===== src/rtl/assert_macros.svh =====
// Assertion macros for the RTL file that carries checks, the top level.
// Depends on nothing; compiled away when SYNTHESIS is defined.
`ifndef ASSERT_MACROS_SVH
`define ASSERT_MACROS_SVH
`ifndef SYNTHESIS
`define ASSERT_NEVER(label, clk, rst_n, expr) \
    label: assert property (@(posedge clk) disable iff (!rst_n) !(expr)) \
        else $error("assertion failed");
`define ASSERT_IMPLIES(label, clk, rst_n, ante, cons) \
    label: assert property (@(posedge clk) disable iff (!rst_n) (ante) |-> (cons)) \
        else $error("assertion failed");
`else
`define ASSERT_NEVER(label, clk, rst_n, expr)
`define ASSERT_IMPLIES(label, clk, rst_n, ante, cons)
`endif
`endif


===== src/rtl/sscsc_pkg.sv =====
// Shared constants, types and codes of the servo command slew controller.
// Depends on nothing; every RTL module imports it.
package sscsc_pkg;

    localparam int NUM_SERVOS  = 6;
    localparam int SERVO_W     = (NUM_SERVOS > 1) ? $clog2(NUM_SERVOS) : 1;
    localparam int GROUP_WIDTH = 3;
    localparam int POS_W       = 14;
    localparam int STEP_W      = 8;
    localparam int BYTE_W      = 8;
    localparam int DIGIT_W     = 4;
    localparam int SLOT_W      = 3;
    localparam int TICK_W      = 4;
    localparam int IDX_OUT_W   = 3;
    localparam int CFG_IDX_W   = 1;

    localparam int QUEUE_DEPTH = 2;
    localparam int QPTR_W      = (QUEUE_DEPTH > 1) ? $clog2(QUEUE_DEPTH) : 1;
    localparam int QCNT_W      = $clog2(QUEUE_DEPTH + 1);

    localparam logic [BYTE_W-1:0] CHAR_POS    = 8'h50;
    localparam logic [BYTE_W-1:0] CHAR_RATE   = 8'h52;
    localparam logic [BYTE_W-1:0] CHAR_CR     = 8'h0d;
    localparam logic [BYTE_W-1:0] CHAR_ZERO   = 8'h30;
    localparam logic [BYTE_W-1:0] CHAR_PROMPT = 8'h3e;

    localparam logic [POS_W-1:0]  START_POS      = 14'd4500;
    localparam logic [POS_W-1:0]  PULSE_MIN_RST  = 14'd2000;
    localparam logic [POS_W-1:0]  PULSE_MAX_RST  = 14'd10000;
    localparam logic [POS_W-1:0]  STEP_LIMIT     = 14'd255;
    localparam logic [TICK_W-1:0] SERVO_COUNT    = TICK_W'(NUM_SERVOS);
    localparam logic [TICK_W-1:0] SERVO_LAST     = TICK_W'(NUM_SERVOS - 1);
    localparam logic [TICK_W-1:0] GROUP1_BASE    = TICK_W'(GROUP_WIDTH);

    localparam logic [CFG_IDX_W-1:0] REG_PULSE_MIN = 1'b0;
    localparam logic [CFG_IDX_W-1:0] REG_PULSE_MAX = 1'b1;

    localparam logic KIND_BYTE  = 1'b0;
    localparam logic KIND_PULSE = 1'b1;

    typedef struct packed {
        logic               is_tick;
        logic               group;
        logic [BYTE_W-1:0]  rx_byte;
        logic               done;
        logic               wr_valid;
        logic               wr_rate;
        logic [DIGIT_W-1:0] servo;
        logic [POS_W-1:0]   value;
    } t_op;

    typedef struct packed {
        logic [POS_W-1:0] pulse_min;
        logic [POS_W-1:0] pulse_max;
    } t_cfg;

    typedef struct packed {
        logic                 out_kind;
        logic [BYTE_W-1:0]    tx_byte;
        logic [IDX_OUT_W-1:0] servo_index;
        logic [POS_W-1:0]     pulse_width;
        logic                 last;
    } t_res;

endpackage


===== src/rtl/sscsc_front.sv =====
// Front end: accepts input beats, parses the serial command stream and
// classifies each beat into a back-end operation. Depends on sscsc_pkg.
module sscsc_front
    import sscsc_pkg::*;
(
    input  logic              i_clk,
    input  logic              i_rst_n,
    input  logic              i_push,
    output logic              o_full,
    input  logic              i_kind,
    input  logic [BYTE_W-1:0] i_rx_byte,
    input  logic              i_group,
    input  logic              i_q_full,
    output logic              o_q_push,
    output t_op               o_q_data
);

    logic [SLOT_W-1:0]  r_slot, n_slot;
    logic               r_is_rate, n_is_rate;
    logic [DIGIT_W-1:0] r_servo, n_servo;
    logic [POS_W-1:0]   r_value, n_value;

    logic               accept;
    logic [BYTE_W-1:0]  digit;
    logic               is_digit;
    logic               done;
    logic [POS_W-1:0]   value_x10;
    logic [TICK_W-1:0]  tick_base;

    assign accept    = i_push && !i_q_full;
    assign digit     = i_rx_byte - CHAR_ZERO;
    assign is_digit  = (digit <= 8'd9);
    assign value_x10 = {r_value[POS_W-4:0], 3'b000} + {r_value[POS_W-2:0], 1'b0};
    assign tick_base = i_group ? GROUP1_BASE : '0;

    always_comb begin
        n_slot    = r_slot;
        n_is_rate = r_is_rate;
        n_servo   = r_servo;
        n_value   = r_value;
        done      = 1'b0;
        if (accept && i_kind == KIND_BYTE) begin
            case (r_slot)
                3'd0: begin
                    if (i_rx_byte == CHAR_POS || i_rx_byte == CHAR_RATE) begin
                        n_is_rate = (i_rx_byte == CHAR_RATE);
                        n_slot    = 3'd1;
                    end
                end
                3'd1: begin
                    if (is_digit) begin
                        n_servo = digit[DIGIT_W-1:0];
                        n_value = '0;
                        n_slot  = 3'd2;
                    end
                end
                3'd2, 3'd3, 3'd4, 3'd5: begin
                    if (is_digit) begin
                        n_value = value_x10 + {{(POS_W-DIGIT_W){1'b0}}, digit[DIGIT_W-1:0]};
                        n_slot  = r_slot + 3'd1;
                    end
                end
                3'd6: begin
                    if (i_rx_byte == CHAR_CR) begin
                        done   = 1'b1;
                        n_slot = 3'd0;
                    end
                end
                default: begin
                    n_slot = 3'd0;
                end
            endcase
        end
    end

    always_comb begin
        o_q_data          = '0;
        o_q_data.is_tick  = i_kind;
        o_q_data.group    = i_group;
        o_q_data.rx_byte  = i_rx_byte;
        o_q_data.done     = done;
        o_q_data.wr_valid = done && (r_servo < SERVO_COUNT);
        o_q_data.wr_rate  = r_is_rate;
        o_q_data.servo    = r_servo;
        o_q_data.value    = r_value;
    end

    // A tick for a group with no servos gives no result and is dropped here.
    assign o_q_push = accept && (i_kind == KIND_BYTE || tick_base < SERVO_COUNT);
    assign o_full   = i_q_full;

    always_ff @(posedge i_clk) begin
        if (!i_rst_n) begin
            r_slot    <= '0;
            r_is_rate <= 1'b0;
            r_servo   <= '0;
            r_value   <= '0;
        end else begin
            r_slot    <= n_slot;
            r_is_rate <= n_is_rate;
            r_servo   <= n_servo;
            r_value   <= n_value;
        end
    end

endmodule


===== src/rtl/sscsc_queue.sv =====
// Short operation queue between the front end and the back end.
// Depends on sscsc_pkg for the entry type and depth.
module sscsc_queue
    import sscsc_pkg::*;
(
    input  logic i_clk,
    input  logic i_rst_n,
    input  logic i_push,
    input  t_op  i_data,
    output logic o_full,
    input  logic i_pop,
    output logic o_empty,
    output t_op  o_data
);

    t_op               r_mem [QUEUE_DEPTH];
    logic [QPTR_W-1:0] r_wr_ptr, n_wr_ptr;
    logic [QPTR_W-1:0] r_rd_ptr, n_rd_ptr;
    logic [QCNT_W-1:0] r_count, n_count;
    logic              do_push;
    logic              do_pop;

    assign o_full  = (r_count == QCNT_W'(QUEUE_DEPTH));
    assign o_empty = (r_count == '0);
    assign do_push = i_push && !o_full;
    assign do_pop  = i_pop && !o_empty;
    assign o_data  = r_mem[r_rd_ptr];

    always_comb begin
        n_wr_ptr = r_wr_ptr;
        n_rd_ptr = r_rd_ptr;
        n_count  = r_count;
        if (do_push) begin
            n_wr_ptr = (r_wr_ptr == QPTR_W'(QUEUE_DEPTH - 1)) ? '0 : r_wr_ptr + 1'b1;
        end
        if (do_pop) begin
            n_rd_ptr = (r_rd_ptr == QPTR_W'(QUEUE_DEPTH - 1)) ? '0 : r_rd_ptr + 1'b1;
        end
        if (do_push && !do_pop) begin
            n_count = r_count + 1'b1;
        end else if (do_pop && !do_push) begin
            n_count = r_count - 1'b1;
        end
    end

    always_ff @(posedge i_clk) begin
        if (do_push) begin
            r_mem[r_wr_ptr] <= i_data;
        end
    end

    always_ff @(posedge i_clk) begin
        if (!i_rst_n) begin
            r_wr_ptr <= '0;
            r_rd_ptr <= '0;
            r_count  <= '0;
        end else begin
            r_wr_ptr <= n_wr_ptr;
            r_rd_ptr <= n_rd_ptr;
            r_count  <= n_count;
        end
    end

endmodule


===== src/rtl/sscsc_back.sv =====
// Back end runs queued ops, holds per-servo state, slews one servo per cycle
// while the result register has room, and drives it. Depends on sscsc_pkg.
module sscsc_back
    import sscsc_pkg::*;
(
    input  logic i_clk,
    input  logic i_rst_n,
    input  t_cfg i_cfg,
    input  logic i_q_empty,
    input  t_op  i_q_data,
    output logic o_q_pop,
    input  logic i_pop,
    output logic o_empty,
    output t_res o_res
);

    localparam logic [1:0] ST_IDLE   = 2'd0;
    localparam logic [1:0] ST_ECHO   = 2'd1;
    localparam logic [1:0] ST_PROMPT = 2'd2;
    localparam logic [1:0] ST_TICK   = 2'd3;

    logic [1:0]        r_state, n_state;
    t_op               r_op, n_op;
    logic [1:0]        r_j, n_j;
    logic              r_out_valid, n_out_valid;
    t_res              r_res, n_res;

    logic [POS_W-1:0]  r_tgt  [NUM_SERVOS];
    logic [STEP_W-1:0] r_step [NUM_SERVOS];
    logic [POS_W-1:0]  r_cur  [NUM_SERVOS];

    logic              slot_free;
    logic [TICK_W-1:0] tick_s;
    logic [SERVO_W-1:0] tick_idx;
    logic [SERVO_W-1:0] cmd_idx;
    logic              tick_last;
    logic [POS_W-1:0]  cur, tgt, st, up_diff, dn_diff, moved, slewed;
    logic              wr_cmd;
    logic              wr_slew;
    logic [POS_W-1:0]  tgt_value;
    logic [STEP_W-1:0] step_value;

    assign slot_free = !r_out_valid || i_pop;
    assign tick_s    = (r_op.group ? GROUP1_BASE : '0) + {{(TICK_W-2){1'b0}}, r_j};
    assign tick_idx  = tick_s[SERVO_W-1:0];
    assign cmd_idx   = r_op.servo[SERVO_W-1:0];
    assign tick_last = (r_j == 2'(GROUP_WIDTH - 1)) || (tick_s == SERVO_LAST);

    assign cur     = r_cur[tick_idx];
    assign tgt     = r_tgt[tick_idx];
    assign st      = {{(POS_W-STEP_W){1'b0}}, r_step[tick_idx]};
    assign up_diff = tgt - cur;
    assign dn_diff = cur - tgt;

    always_comb begin
        if (tgt > cur) begin
            moved = (up_diff > st) ? cur + st : tgt;
        end else if (tgt < cur) begin
            moved = (dn_diff > st) ? cur - st : tgt;
        end else begin
            moved = cur;
        end
        if (moved > i_cfg.pulse_max) begin
            moved = i_cfg.pulse_max;
        end
        if (moved < i_cfg.pulse_min) begin
            moved = i_cfg.pulse_min;
        end
        slewed = (st == '0) ? tgt : moved;
    end

    assign tgt_value  = (r_op.value < i_cfg.pulse_min) ? i_cfg.pulse_min : r_op.value;
    assign step_value = (r_op.value > STEP_LIMIT) ? {STEP_W{1'b1}} : r_op.value[STEP_W-1:0];

    always_comb begin
        n_state     = r_state;
        n_op        = r_op;
        n_j         = r_j;
        n_out_valid = r_out_valid && !i_pop;
        n_res       = r_res;
        o_q_pop     = 1'b0;
        wr_cmd      = 1'b0;
        wr_slew     = 1'b0;
        case (r_state)
            ST_IDLE: begin
                if (!i_q_empty) begin
                    o_q_pop = 1'b1;
                    n_op    = i_q_data;
                    n_j     = '0;
                    n_state = i_q_data.is_tick ? ST_TICK : ST_ECHO;
                end
            end
            ST_ECHO: begin
                if (slot_free) begin
                    n_out_valid       = 1'b1;
                    n_res             = '0;
                    n_res.out_kind    = KIND_BYTE;
                    n_res.tx_byte     = r_op.rx_byte;
                    n_res.last        = !r_op.done;
                    wr_cmd            = r_op.wr_valid;
                    n_state           = r_op.done ? ST_PROMPT : ST_IDLE;
                end
            end
            ST_PROMPT: begin
                if (slot_free) begin
                    n_out_valid       = 1'b1;
                    n_res             = '0;
                    n_res.out_kind    = KIND_BYTE;
                    n_res.tx_byte     = CHAR_PROMPT;
                    n_res.last        = 1'b1;
                    n_state           = ST_IDLE;
                end
            end
            ST_TICK: begin
                if (slot_free) begin
                    n_out_valid       = 1'b1;
                    n_res             = '0;
                    n_res.out_kind    = KIND_PULSE;
                    n_res.servo_index = tick_s[IDX_OUT_W-1:0];
                    n_res.pulse_width = cur;
                    n_res.last        = tick_last;
                    wr_slew           = 1'b1;
                    n_j               = r_j + 2'd1;
                    n_state           = tick_last ? ST_IDLE : ST_TICK;
                end
            end
            default: begin
                n_state = ST_IDLE;
            end
        endcase
    end

    always_ff @(posedge i_clk) begin
        if (!i_rst_n) begin
            for (int i = 0; i < NUM_SERVOS; i++) begin
                r_tgt[i]  <= START_POS;
                r_step[i] <= '0;
                r_cur[i]  <= START_POS;
            end
        end else begin
            if (wr_cmd) begin
                if (r_op.wr_rate) begin
                    r_step[cmd_idx] <= step_value;
                end else begin
                    r_tgt[cmd_idx] <= tgt_value;
                end
            end
            if (wr_slew) begin
                r_cur[tick_idx] <= slewed;
            end
        end
    end

    always_ff @(posedge i_clk) begin
        if (!i_rst_n) begin
            r_state     <= ST_IDLE;
            r_j         <= '0;
            r_out_valid <= 1'b0;
        end else begin
            r_state     <= n_state;
            r_j         <= n_j;
            r_out_valid <= n_out_valid;
        end
    end

    always_ff @(posedge i_clk) begin
        r_op  <= n_op;
        r_res <= n_res;
    end

    assign o_empty = !r_out_valid;
    assign o_res   = r_res;

endmodule


===== src/rtl/serial_servo_command_slew_controller_top.sv =====
// Top level of the serial servo command slew controller: configuration
// registers, front end, operation queue and back end. Depends on sscsc_pkg
// and assert_macros.svh.

// Input beats are taken one per cycle into a two-entry operation queue while
// the queue has room; the back end then works one operation at a time. A
// received byte passes through the back end as a load step and an echo step,
// with a prompt step added when it completes a command. A tick takes a load
// step and then one step per servo of its group (three in a full group),
// because the back end reads and slews one servo's position, target and step
// per cycle while the output register has room. A tick for a group with no
// servos is dropped at the front and gives no result. Results wait in a
// one-beat output register; configuration writes take effect at the next edge.
`include "assert_macros.svh"
module serial_servo_command_slew_controller_top
    import sscsc_pkg::*;
(
    input  logic                 i_clk,
    input  logic                 i_rst_n,
    input  logic                 push,
    output logic                 full,
    input  logic                 i_kind,
    input  logic [BYTE_W-1:0]    i_rx_byte,
    input  logic                 i_group,
    output logic                 empty,
    input  logic                 pop,
    output logic                 o_out_kind,
    output logic [BYTE_W-1:0]    o_tx_byte,
    output logic [IDX_OUT_W-1:0] o_servo_index,
    output logic [POS_W-1:0]     o_pulse_width,
    output logic                 o_last,
    input  logic                 i_cfg_we,
    input  logic [CFG_IDX_W-1:0] i_cfg_index,
    input  logic [POS_W-1:0]     i_cfg_data
);

    t_cfg r_cfg, n_cfg;
    logic q_push, q_full, q_pop, q_empty;
    t_op  q_wr_data, q_rd_data;
    t_res res;

    always_comb begin
        n_cfg = r_cfg;
        if (i_cfg_we) begin
            case (i_cfg_index)
                REG_PULSE_MIN: n_cfg.pulse_min = i_cfg_data;
                REG_PULSE_MAX: n_cfg.pulse_max = i_cfg_data;
                default: n_cfg = r_cfg;
            endcase
        end
    end

    always_ff @(posedge i_clk) begin
        if (!i_rst_n) begin
            r_cfg.pulse_min <= PULSE_MIN_RST;
            r_cfg.pulse_max <= PULSE_MAX_RST;
        end else begin
            r_cfg <= n_cfg;
        end
    end

    sscsc_front u_front (
        .i_clk     (i_clk),
        .i_rst_n   (i_rst_n),
        .i_push    (push),
        .o_full    (full),
        .i_kind    (i_kind),
        .i_rx_byte (i_rx_byte),
        .i_group   (i_group),
        .i_q_full  (q_full),
        .o_q_push  (q_push),
        .o_q_data  (q_wr_data)
    );

    sscsc_queue u_queue (
        .i_clk   (i_clk),
        .i_rst_n (i_rst_n),
        .i_push  (q_push),
        .i_data  (q_wr_data),
        .o_full  (q_full),
        .i_pop   (q_pop),
        .o_empty (q_empty),
        .o_data  (q_rd_data)
    );

    sscsc_back u_back (
        .i_clk     (i_clk),
        .i_rst_n   (i_rst_n),
        .i_cfg     (r_cfg),
        .i_q_empty (q_empty),
        .i_q_data  (q_rd_data),
        .o_q_pop   (q_pop),
        .i_pop     (pop),
        .o_empty   (empty),
        .o_res     (res)
    );

    assign o_out_kind    = res.out_kind;
    assign o_tx_byte     = res.tx_byte;
    assign o_servo_index = res.servo_index;
    assign o_pulse_width = res.pulse_width;
    assign o_last        = res.last;

    // A byte beat that is not the last of its item can only be the echo of CR.
    `ASSERT_IMPLIES(a_cr_before_prompt, i_clk, i_rst_n,
        !empty && o_out_kind == KIND_BYTE && !o_last, o_tx_byte == CHAR_CR)
    // Pulse beats only ever name servos that exist.
    `ASSERT_IMPLIES(a_servo_in_range, i_clk, i_rst_n,
        !empty && o_out_kind == KIND_PULSE, o_servo_index < IDX_OUT_W'(NUM_SERVOS))
    // The third servo of a group always closes its tick.
    `ASSERT_NEVER(a_group_end_last, i_clk, i_rst_n,
        !empty && o_out_kind == KIND_PULSE && !o_last
        && (o_servo_index == 3'd2 || o_servo_index == 3'd5))

endmodule

===== config.mk =====
export PLATFORM = sky130hd
export DESIGN_NAME = serial_servo_command_slew_controller_top
export DESIGN_NICKNAME = d
export VERILOG_FILES = /design/src/rtl/sscsc_pkg.sv /design/src/rtl/sscsc_front.sv /design/src/rtl/sscsc_queue.sv /design/src/rtl/sscsc_back.sv /design/src/rtl/serial_servo_command_slew_controller_top.sv
export VERILOG_INCLUDE_DIRS = /design/src /design/src/rtl
export SDC_FILE = /design/constraint.sdc
export NUM_CORES = 1
export LEC_CHECK = 0
export BUFFER_PORTS_ARGS = -buffer_cell sky130_fd_sc_hd__buf_2
export CAP_MARGIN = 10
export CORE_ASPECT_RATIO = 0.9
export CORE_MARGIN = 4
export CORE_UTILIZATION = 50
export CTS_CLUSTER_SIZE = 10
export DETAILED_ROUTE_END_ITERATION = 10
export GPL_TIMING_DRIVEN = 0
export MAX_ROUTING_LAYER = met4
export PLACE_DENSITY = 0.62
export SETUP_SLACK_MARGIN = 0.5
export SYNTH_ARGS = -nofsm -noshare
export SYNTH_HDL_FRONTEND = slang
export SYNTH_SLANG_ARGS = --single-unit

===== constraint.sdc =====
create_clock -name i_clk -period 13.9 [get_ports i_clk]
set_clock_uncertainty 0.1 [all_clocks]
set_input_delay 1.39 -clock i_clk [delete_from_list [all_inputs] [get_ports i_clk]]
set_output_delay 1.39 -clock i_clk [all_outputs]
set_load 0.1 [all_outputs]

==> impl_metrics.sql, run 1 <==
INSERT INTO impl_metrics (metric_group, metric, value, unit) VALUES
('clock_tree', 'cts.reportedPaths.clkPinSlew', '0.06', 'ns'),
('floorplanning', 'num_rows', '77', ''),
('timing', 'timing.final.crit_share', '93.4', '%'),
('critical_path', 'register_to_register_setup_slack', '0.91', 'ns'),
('placed_design', 'gp_routability_congestion', '0.965', ''),
('synth', 'synth_enable_flop_cells', '404', ''),
('drt', 'detailroute.via_count', '18500', ''),
('synth', 'syn-cell-area', '0.0252', 'mm^2'),
('critical_path', 'critPathLaunchType', 'register', ''),
('synth', 'yosysSeqAreaShare', '52.9', '%'),
('global_route', 'pin_count_of_the_biggest_net_entering_global_routing', '31', ''),
('floorplanning', 'ioPinCount', '59', ''),
('placed_design', 'port_buffers', '58', ''),
('critical_path', 'cp_max_fo', '10', ''),
('clock_tree', 'cts-htree-levels', '2', ''),
('floorplanning', 'fp.dieH', '221', 'um'),
('global_route', 'grt_usage', '30.1', '%'),
('drt', 'ant_nets', '0', ''),
('clock_tree', 'cts_buffers', '54', ''),
('critical_path', 'cpPeakStageDelay', '0.54', 'ns'),
('synth', 'synth_compound_gate_area_share', '10.5', '%'),
('finish', 'nNetsFinal', '2453', ''),
('clock_tree', 'cts_num_sinks', '464', ''),
('run_status', 'run_status', 'completed', ''),
('clock_tree', 'insertion_delay_to_the_later_sink_of_the_worst_skew_pair', '0.61', 'ns'),
('timing', 'timing_worst_slew_pin_value', '1.31', 'ns'),
('clock_tree', 'cts_tree', 'built', ''),
('synth', 'post_synth_main_area_contributors', 'sky130_fd_sc_hd__edfxtp_1, sky130_fd_sc_hd__ha_1, sky130_fd_sc_hd__mux4_2, sky130_fd_sc_hd__dfxtp_1, sky130_fd_sc_hd__nor2_1', ''),
('synth', 'synthesis.instances', '2153', ''),
('timing', 'slew_violations', '0', ''),
('global_route', 'antenna_found_initial', '1', ''),
('global_route', 'grt_pass1_wl', '117000', 'um'),
('timing', 'whs', '0.385', 'ns'),
('timing', 'final-setup-viol-count', '0', ''),
('synth', 'synth_mux_area_share', '11.5', '%'),
('timing', 'fin_crit', '12.99', 'ns'),
('floorplanning', 'core-area', '0.0495', 'mm^2'),
('synth', 'synth_top_cell_area_share', '48.2', '%'),
('global_route', 'grt_remaining_overflow', '0', ''),
('critical_path', 'cp.required', '14.10', 'ns'),
('critical_path', 'endpoint_kind', 'register', ''),
('synth', 'syn_nets', '2318', ''),
('finish', 'area_delta_synth_final', '12.5', '%'),
('clock_tree', 'clk_root_buffer_cell', 'sky130_fd_sc_hd__clkbuf_16', ''),
('floorplanning', 'die_w', '245', 'um'),
('synth', 'most_used_flip_flop_cell_after_synthesis', 'sky130_fd_sc_hd__edfxtp_1', ''),
('drt', 'route.detailed.vias_per_inst', '6.19', ''),
('finish', 'drive_gt1_share', '15.8', '%'),
('critical_path', 'cp.arrival', '13.19', 'ns'),
('drt', 'detail_route.first_pass.iterations', '8', ''),
('floorplanning', 'die_area', '0.0540', 'mm^2'),
('synth', 'synth.lib_cells_used.distinct', '94', ''),
('synth', 'synth_top_family_by_area', 'simple AND/OR/NAND/NOR gates', ''),
('floorplanning', 'floorplan.initialDensity', '50.9', '%'),
('flow_run', 'drv_cap', '0', ''),
('timing', 'hold_violations', '0', ''),
('hold_path', 'holdCritPathClass', 'reg -> reg', ''),
('synth', 'synth-adder-area-share', '6.85', '%'),
('timing', 'max_slew_margin', '10.5', '%'),
('critical_path', 'cp_common_cell', 'sky130_fd_sc_hd__a21o_1', ''),
('synth', 'synthSimpleGateAreaFrac', '12.7', '%'),
('synth', 'synth_seq_cells', '464', ''),
('placed_design', 'place_hpwl', '60300', 'um'),
('synth', 'yosys.area_share.xor_xnor', '2.34', '%'),
('drt', 'detail_route.wl_per_cell', '26.9', 'um'),
('synth', 'synth_async_sr_flop_share', '0', '%'),
('timing', 'grt_setup_unrepaired', 'false', ''),
('finish', 'layout.filler_cells', '4197', ''),
('drt', 'drt_iter0_markers', '2034', ''),
('timing', 'achievable-frequency', '77.0', 'MHz'),
('synth', 'synth.avg_cell_area', '11.7', 'um^2'),
('drt', 'detail_route.drc_violations', '0', ''),
('synth', 'cell_accounting_for_the_most_synthesized_area', 'sky130_fd_sc_hd__edfxtp_1', ''),
('clock_tree', 'max-clock-path-buffers', '3', ''),
('drt', 'finalWirelength', '80200', 'um'),
('critical_path', 'critPathSlowestCell', 'sky130_fd_sc_hd__fa_1', ''),
('clock_tree', 'number_of_buffers_inserted_by_hold_repair_at_cts', '0', ''),
('critical_path', 'worstSetupPathType', 'reg -> reg', ''),
('global_route', 'first_global_vias', '18100', ''),
('synth', 'ys_warn_count', '0', '');
## flip-flops by register name, indices dropped and copies added (netlist names), named ones only
name / cells
u_back.r_cur: 112
u_back.r_tgt: 112
u_back.r_step: 64
u_queue.r_mem: 60
r_cfg: 28
u_back.o_res: 27
u_back.r_op: 26
u_front.r_value: 14
u_front.r_servo: 4
u_back.cmd_idx: 3
u_front.r_slot: 3
u_back.r_j: 2
u_back.r_state: 2
u_queue.r_count: 2
u_back.r_out_valid: 1
u_front.r_is_rate: 1
u_queue.r_rd_ptr: 1
u_queue.r_wr_ptr: 1
## cells in the final DEF, fill, tap and decap left out, types with 10 or more instances in the layout
| cell type | n |
|---|---|
| sky130_fd_sc_hd__edfxtp_1 | 404 |
| sky130_fd_sc_hd__nor2_1 | 268 |
| sky130_fd_sc_hd__nand2_1 | 248 |
| sky130_fd_sc_hd__ha_1 | 130 |
| sky130_fd_sc_hd__inv_1 | 118 |
| sky130_fd_sc_hd__a21oi_1 | 97 |
| sky130_fd_sc_hd__buf_2 | 75 |
| sky130_fd_sc_hd__mux4_2 | 71 |
| sky130_fd_sc_hd__clkbuf_1 | 64 |
| sky130_fd_sc_hd__o21ai_0 | 60 |
| sky130_fd_sc_hd__dfxtp_1 | 60 |
| sky130_fd_sc_hd__mux2i_1 | 56 |
| sky130_fd_sc_hd__clkbuf_16 | 55 |
| sky130_fd_sc_hd__mux2_2 | 40 |
| sky130_fd_sc_hd__a21o_1 | 36 |
| sky130_fd_sc_hd__xnor2_1 | 35 |
| sky130_fd_sc_hd__nand3_1 | 33 |
| sky130_fd_sc_hd__xor2_1 | 23 |
| sky130_fd_sc_hd__nor3_1 | 21 |
| sky130_fd_sc_hd__o211ai_1 | 21 |
| sky130_fd_sc_hd__nor2b_1 | 19 |
| sky130_fd_sc_hd__a31oi_1 | 19 |
| sky130_fd_sc_hd__nand2b_1 | 18 |
| sky130_fd_sc_hd__nand4_1 | 18 |
| sky130_fd_sc_hd__o21ai_1 | 16 |
| sky130_fd_sc_hd__and3_1 | 14 |
| sky130_fd_sc_hd__a211oi_1 | 13 |
| sky130_fd_sc_hd__a22oi_1 | 12 |
| sky130_fd_sc_hd__buf_4 | 11 |
| sky130_fd_sc_hd__nor4_1 | 11 |
| sky130_fd_sc_hd__and2_1 | 10 |
| sky130_fd_sc_hd__o31ai_1 | 10 |
## timing repair
item                       CTS  global route
gates resized for setup     27            26
setup endpoints to repair  112           112
pin swaps                    0             3
buffers inserted             0             4
## cell usage after synthesis (all sizes together) (15+ instances only)
cell type and instances:
a211oi 21, a21o 36, a21oi 100, a31oi 19
buf 32, clkbuf 52, dfxtp 60, edfxtp 404
ha 130, inv 119, mux2 42, mux2i 72
mux4 71, nand2 249, nand2b 18, nand3 34
nand4 18, nor2 277, nor2b 19, nor3 26
nor4 15, o211ai 22, o21ai 78, xnor2 39
xor2 24
## layer usage
metal	share of wire [%]	GRT usage [%]	wire length, um	vias to the layer above
met5	0	-	0	-
met4	5.0	13.5	3970	0
met3	7.5	4.36	6020	217
met2	47	46.9	37600	854
met1	41	39.4	32600	9138
li1	-	-	-	8249
## area by class of cell
| class | count | area [um^2] | area share, % |
|---|---|---|---|
| repair buffers | 79 | 552 | 1.95 |
| well taps | 671 | 840 | 2.96 |
| clock buffers | 75 | 1470 | 5.19 |
| diodes | 1 | 2.50 | 0.00883 |
| plain buffers | 84 | 408 | 1.44 |
| inverters | 120 | 450 | 1.59 |
| clock inverters | 5 | 82.6 | 0.291 |
| multi-input cells | 1485 | 11200 | 39.5 |
| flip-flops and latches | 464 | 13300 | 47.0 |
## final timing paths
path | cells past startpoint | from | end
worst max register to register | 50 | u_back.r_op[29]$_DFFE_PP_ | u_back.r_cur[7][7]$_DFFE_PP_
worst min register to register | 0 | u_front.r_servo[0]$_SDFFE_PN0P_ | u_queue.r_mem[1][14]$_DFFE_PP_
worst max-delay path | 50 | u_back.r_op[29]$_DFFE_PP_ | u_back.r_cur[7][7]$_DFFE_PP_
worst min-delay path | 0 | u_front.r_servo[0]$_SDFFE_PN0P_ | u_queue.r_mem[1][14]$_DFFE_PP_
## logic make-up (layout without fill, tap and decap cells)
group	count (synthesis)	in the layout
other	0	1
buffers and inverters	204	363
adders and majority gates	135	135
DFF	464	464
AOI/OAI and AO/OA	384	384
and+or+nand+nor	718	718
muxes	185	185
xor gates and xnor gates	63	63
## through the flow
stage | utilization, % | cells | TNS (ns) | area (um^2) | setup slack, ns
2_1_floorplan | - | 2153 | 0 | 25200 | 2.72
3_3_place_gp | 53.2 | 2882 | -186.16 | 26300 | -1.92
3_5_place_dp | 53.6 | 2894 | -145.43 | 26500 | -1.57
4_1_cts | 56.8 | 2974 | 0 | 28100 | 0.507
5_1_grt | 57.2 | 2984 | 0 | 28300 | 0.483
6_report | 57.2 | 2984 | 0 | 28300 | 0.912
## worst max-delay path, delay by kind of cell (launching register included)
kind            cells  cell delay [ns]
mux                 2             0.91
compound gates     23             4.99
fa+ha+maj           6             2.05
buf+inv            10             2.84
xor+xnor            1             0.15
simple gates        8             1.10
flops               1             0.46
Power of run 1 is left out: the tool's default activity adds up to more than one toggle a clock period on the data nets, which glitch-free logic cannot reach.
==> run 2: changes to the inputs <==
--- a/config.mk
+++ b/config.mk
@@ -16,6 +16,7 @@
 export GPL_TIMING_DRIVEN = 0
 export MAX_ROUTING_LAYER = met4
 export PLACE_DENSITY = 0.62
+export REMOVE_ABC_BUFFERS = 1
 export SETUP_SLACK_MARGIN = 0.5
 export SYNTH_ARGS = -nofsm -noshare
 export SYNTH_HDL_FRONTEND = slang
==> impl_metrics.sql, run 2 (synthesis gave the netlist of run 1 again) <==
INSERT INTO impl_metrics (metric_group, metric, value, unit) VALUES
('timing', 'max_slew_margin', '13.0', '%'),
('critical_path', 'cpPeakStageDelay', '1.12', 'ns'),
('hold_path', 'holdCritPathClass', 'reg -> reg', ''),
('clock_tree', 'cts.reportedPaths.clkPinSlew', '0.05', 'ns'),
('clock_tree', 'cts_tree', 'built', ''),
('critical_path', 'endpoint_kind', 'register', ''),
('timing', 'timing.final.crit_share', '91.2', '%'),
('global_route', 'grt_usage', '26.9', '%'),
('global_route', 'gr-usage-met2', '42.4', '%'),
('global_route', 'first_global_vias', '17300', ''),
('drt', 'finalWirelength', '72000', 'um'),
('critical_path', 'cp_common_cell', 'sky130_fd_sc_hd__a21o_1', ''),
('finish', 'drive_gt1_share', '14.6', '%'),
('placed_design', 'place_hpwl', '52800', 'um'),
('floorplanning', 'fp.dieH', '221', 'um'),
('critical_path', 'worstSetupPathType', 'reg -> reg', ''),
('placed_design', 'port_buffers', '58', ''),
('timing', 'final-setup-viol-count', '0', ''),
('timing', 'slew_violations', '0', ''),
('run_status', 'run_status', 'completed', ''),
('global_route', 'global_route.usage.met1', '37.4', '%'),
('drt', 'route.detailed.vias_per_inst', '6.03', ''),
('critical_path', 'cp_max_fo', '38', ''),
('drt', 'detail_route.drc_violations', '0', ''),
('floorplanning', 'num_rows', '77', ''),
('clock_tree', 'max-clock-path-buffers', '3', ''),
('floorplanning', 'core-area', '0.0495', 'mm^2'),
('finish', 'layout.cells.most_common_list', 'sky130_fd_sc_hd__edfxtp_1, sky130_fd_sc_hd__nor2_1, sky130_fd_sc_hd__nand2_1', ''),
('floorplanning', 'die_area', '0.0540', 'mm^2'),
('clock_tree', 'insertion_delay_to_the_later_sink_of_the_worst_skew_pair', '0.62', 'ns'),
('timing', 'achievable-frequency', '78.8', 'MHz'),
('timing', 'timing_worst_slew_pin_value', '1.30', 'ns'),
('drt', 'detail_route.first_pass.iterations', '5', ''),
('finish', 'biggestRegsByFlops', 'u_back.r_cur (112), u_back.r_tgt (112), u_back.r_step (64)', ''),
('clock_tree', 'clk_root_buffer_cell', 'sky130_fd_sc_hd__clkbuf_16', ''),
('floorplanning', 'ioPinCount', '59', ''),
('clock_tree', 'cts-htree-levels', '2', ''),
('placed_design', 'detailedPlace.worstSlack', '0.241', 'ns'),
('global_route', 'grt_remaining_overflow', '0', ''),
('global_route', 'global_route.peak_usage_layer', 'met2', ''),
('placed_design', 'gp_routability_congestion', '0.939', ''),
('critical_path', 'cp.required', '14.14', 'ns'),
('drt', 'detailroute.via_count', '17600', ''),
('critical_path', 'critPathSlowestCell', 'sky130_fd_sc_hd__fa_4', ''),
('clock_tree', 'cts_buffers', '53', ''),
('floorplanning', 'die_w', '245', 'um'),
('clock_tree', 'number_of_buffers_inserted_by_hold_repair_at_cts', '0', ''),
('clock_tree', 'cts_num_sinks', '464', ''),
('finish', 'nNetsFinal', '2367', ''),
('global_route', 'globalRouteMet3Util', '3.66', '%'),
('global_route', 'grt_pass1_wl', '108000', 'um'),
('timing', 'setup_slack', '1.22', 'ns'),
('drt', 'drt_iter0_markers', '1792', ''),
('drt', 'ant_nets', '0', ''),
('critical_path', 'cp.arrival', '12.93', 'ns'),
('flow_run', 'drv_cap', '0', ''),
('finish', 'area_delta_synth_final', '11.4', '%'),
('finish', 'layout.cells.most_common', 'sky130_fd_sc_hd__edfxtp_1', ''),
('timing', 'grt_setup_unrepaired', 'false', ''),
('floorplanning', 'floorplan.initialDensity', '50.9', '%'),
('global_route', 'antenna_found_initial', '5', ''),
('drt', 'detail_route.wl_per_cell', '24.6', 'um'),
('timing', 'hold_violations', '0', ''),
('critical_path', 'critPathLaunchType', 'register', ''),
('global_route', 'pin_count_of_the_biggest_net_entering_global_routing', '46', ''),
('timing', 'fin_crit', '12.68', 'ns');
## run 2: changes by cell type in the layout (fill, tap and decap cells not counted), sizes merged
cell / change
clkinv: +1
clkdlybuf4s18: -1
clkbuf: -37
buf: -28
diode: +4
## run 2: critical path, delay by kind of cell, from the launching register on
family	cells	cell delay [ns]
AOI/OAI and AO/OA	21	5.43
adders and majority gates	6	2.61
and+or+nand+nor	9	1.86
muxes	2	0.98
buffers and inverters	3	0.74
DFF	1	0.46
xor gates and xnor gates	1	0.15
## run 2: per-stage QoR
stage	util (%)	instances	cell area [um^2]	setup TNS (ns)	hold WS (ns)
floorplan	-	2069	24800	0	0.325
global placement	52.4	2798	26000	-334.79	0.347
detailed placement	53.2	2814	26300	0	0.353
CTS	56.4	2914	27900	0	0.366
global route	56.7	2923	28100	0	0.367
finish	56.7	2923	28100	0	0.368
## run 2: what timing repair did
item                                   in CTS  in global routing
setup endpoints to repair                  39                112
setup buffers                               0                  1
resized for setup                           4                  9
cloned                                      0                  0
pin swaps                                   0                  1
endpoints found under the hold margin       0                  0
## run 2: worst paths after layout
check	cells past startpoint	start	slack [ns]	to
hold / removal	0	u_front.r_value[13]$_SDFFE_PN0P_	0.37	u_queue.r_mem[0][13]$_DFFE_PP_
setup / recovery	42	u_back.r_op[29]$_DFFE_PP_	1.22	u_back.r_cur[7][9]$_DFFE_PP_
setup reg to reg	42	u_back.r_op[29]$_DFFE_PP_	1.22	u_back.r_cur[7][9]$_DFFE_PP_
hold reg to reg	0	u_front.r_value[13]$_SDFFE_PN0P_	0.37	u_queue.r_mem[0][13]$_DFFE_PP_
## run 2: cell type report
class,count,area (um^2)
diodes,5,12.5
clock buffers,94,1490
clock inverters,6,73.8
fillers,4182,21500
inverters,120,452
multi-input cells,1485,11200
flip-flops and latches,464,13300
well taps,671,840
repair buffers,78,663
## run 2: metal layers
layer,routed length [um],vias to the layer above
li1,-,8087
met1,31700,8720
met2,34100,704
met3,4530,108
met4,1720,0
met5,0,-
Power of run 2 is left out for the same reason.
==> run 3: changes to the inputs <==
==> constraint.sdc (replaced) <==
create_clock -name i_clk -period 16.09 [get_ports i_clk]
set_clock_uncertainty 0.1 [all_clocks]
set_input_delay 1.609 -clock i_clk [delete_from_list [all_inputs] [get_ports i_clk]]
set_output_delay 1.609 -clock i_clk [all_outputs]
set_load 0.1 [all_outputs]
==> impl_metrics.sql, run 3 (synthesis gave the netlist of run 1 again) <==
INSERT INTO impl_metrics (metric_group, metric, value, unit) VALUES
('run_status', 'run_status', 'completed', ''),
('global_route', 'grt_pass1_wl', '108000', 'um'),
('clock_tree', 'cells_resized_by_post_cts_repair', '0', ''),
('global_route', 'grt_usage', '26.9', '%'),
('floorplanning', 'ioPinCount', '59', ''),
('floorplanning', 'die_area', '0.0540', 'mm^2'),
('timing', 'setup_slack', '2.24', 'ns'),
('drt', 'ant_nets', '0', ''),
('finish', 'post-route-util', '56.5', '%'),
('critical_path', 'cp_max_fo', '45', ''),
('timing', 'max_slew_margin', '10.8', '%'),
('critical_path', 'critical_path_buf_inv_count', '2', ''),
('critical_path', 'cpLargestDelayFamily', 'compound AO/OA/AOI/OAI gates', ''),
('timing', 'hold_violations', '0', ''),
('finish', 'biggestRegsByFlops', 'u_back.r_cur (112), u_back.r_tgt (112), u_back.r_step (64)', ''),
('floorplanning', 'floorplan.initialDensity', '50.9', '%'),
('drt', 'detail_route.wl_per_cell', '24.5', 'um'),
('critical_path', 'cpPeakStageDelay', '1.33', 'ns'),
('global_route', 'grt_remaining_overflow', '0', ''),
('placed_design', 'dpl_cell_area', '0.0263', 'mm^2'),
('floorplanning', 'core-area', '0.0495', 'mm^2'),
('critical_path', 'cp.arrival', '14.08', 'ns'),
('critical_path', 'cp.required', '16.33', 'ns'),
('clock_tree', 'clk_root_buffer_cell', 'sky130_fd_sc_hd__clkbuf_16', ''),
('hold_path', 'holdCritPathClass', 'reg -> reg', ''),
('floorplanning', 'die_w', '245', 'um'),
('critical_path', 'cp_common_cell', 'sky130_fd_sc_hd__a21o_1', ''),
('timing', 'final-setup-viol-count', '0', ''),
('clock_tree', 'cts_tree', 'built', ''),
('placed_design', 'gp_routability_congestion', '0.939', ''),
('global_route', 'pin_count_of_the_biggest_net_entering_global_routing', '46', ''),
('clock_tree', 'insertion_delay_to_the_later_sink_of_the_worst_skew_pair', '0.61', 'ns'),
('critical_path', 'critPathLaunchType', 'register', ''),
('drt', 'top_signal_layer_used', 'met4', ''),
('drt', 'met2RoutedLength', '33800', 'um'),
('timing', 'fin_crit', '13.85', 'ns'),
('drt', 'wl_met1', '31700', 'um'),
('global_route', 'first_global_vias', '17300', ''),
('flow_run', 'drv_cap', '0', ''),
('clock_tree', 'cts_buffers', '53', ''),
('clock_tree', 'post_cts_setup_repair_buffer_count', '0', ''),
('floorplanning', 'fp.dieH', '221', 'um'),
('timing', 'timing_worst_slew_pin_value', '1.33', 'ns'),
('finish', 'drive_gt1_share', '14.2', '%'),
('drt', 'drt_iter0_markers', '1775', ''),
('floorplanning', 'num_rows', '77', ''),
('drt', 'detail_route.drc_violations', '0', ''),
('timing', 'timing.final.crit_share', '86.1', '%'),
('clock_tree', 'cts-htree-levels', '2', ''),
('timing', 'achievable-frequency', '72.2', 'MHz'),
('finish', 'nNetsFinal', '2366', ''),
('finish', 'area_delta_synth_final', '11.0', '%'),
('clock_tree', 'number_of_buffers_inserted_by_hold_repair_at_cts', '0', ''),
('finish', 'layout.cells.most_common_list', 'sky130_fd_sc_hd__edfxtp_1, sky130_fd_sc_hd__nor2_1, sky130_fd_sc_hd__nand2_1', ''),
('placed_design', 'detailedPlace.worstSlack', '2.43', 'ns'),
('critical_path', 'worstSetupPathType', 'reg -> reg', ''),
('drt', 'finalWirelength', '71600', 'um'),
('finish', 'finish.cell_count_without_fillers', '2922', ''),
('finish', 'postLayoutCellArea', '0.0280', 'mm^2'),
('drt', 'detail_route.first_pass.iterations', '6', ''),
('timing', 'slew_violations', '0', ''),
('finish', 'layout.cells.most_common', 'sky130_fd_sc_hd__edfxtp_1', ''),
('global_route', 'antenna_found_initial', '5', ''),
('clock_tree', 'max-clock-path-buffers', '3', ''),
('critical_path', 'endpoint_kind', 'register', ''),
('drt', 'met3_length', '4350', 'um'),
('timing', 'grt_setup_unrepaired', 'false', ''),
('drt', 'route.detailed.vias_per_inst', '6.03', ''),
('drt', 'detailroute.via_count', '17600', ''),
('placed_design', 'placedCellCount', '2814', ''),
('placed_design', 'place_hpwl', '52800', 'um'),
('critical_path', 'critPathSlowestCell', 'sky130_fd_sc_hd__fa_4', ''),
('placed_design', 'port_buffers', '58', ''),
('clock_tree', 'cts.reportedPaths.clkPinSlew', '0.05', 'ns'),
('clock_tree', 'cts_num_sinks', '464', '');
==> run 3: cell type report <==
| cell class | count | area (um^2) |
|---|---|---|
| timing repair buffer | 77 | 643 |
| inverter | 120 | 450 |
| sequential | 464 | 13300 |
| clock inverter | 6 | 73.8 |
| multi-input combinational | 1485 | 11100 |
| antenna | 5 | 12.5 |
| tap | 671 | 840 |
| fill | 4192 | 21500 |
| clock buffer | 94 | 1490 |
==> run 3: per-layer routing <==
layer | GRT usage (%) | vias up
met4 | 6.61 | 0
met3 | 3.68 | 111
met2 | 42.4 | 678
li1 | - | 8094
met1 | 37.4 | 8734
met5 | - | -
==> run 3: through the flow <==
stage | TNS, ns | hold slack (ns)
6_report | 0 | 0.368
5_1_grt | 0 | 0.367
4_1_cts | 0 | 0.366
3_5_place_dp | 0 | 0.353
3_3_place_gp | -89.51 | 0.347
2_1_floorplan | 0 | 0.325
==> run 3: path summary, 6_finish.rpt <==
kind	endpoint	cells after the start	slack (ns)	start
min	u_queue.r_mem[0][13]$_DFFE_PP_	0	0.37	u_front.r_value[13]$_SDFFE_PN0P_
max reg2reg	u_back.r_cur[7][9]$_DFFE_PP_	40	2.24	u_back.r_op[29]$_DFFE_PP_
min reg2reg	u_queue.r_mem[0][13]$_DFFE_PP_	0	0.37	u_front.r_value[13]$_SDFFE_PN0P_
max	u_back.r_cur[7][9]$_DFFE_PP_	40	2.24	u_back.r_op[29]$_DFFE_PP_
==> run 3: worst register-to-register path, delay by kind of cell (launching register included) <==
kind	cells	cell delay, ns
and+or+nand+nor	6	1.39
adders and majority gates	7	3.38
xor gates and xnor gates	1	0.14
buffers and inverters	2	0.53
AOI/OAI and AO/OA	21	6.00
muxes	3	1.56
DFF	1	0.46
Power of run 3 is left out for the same reason.
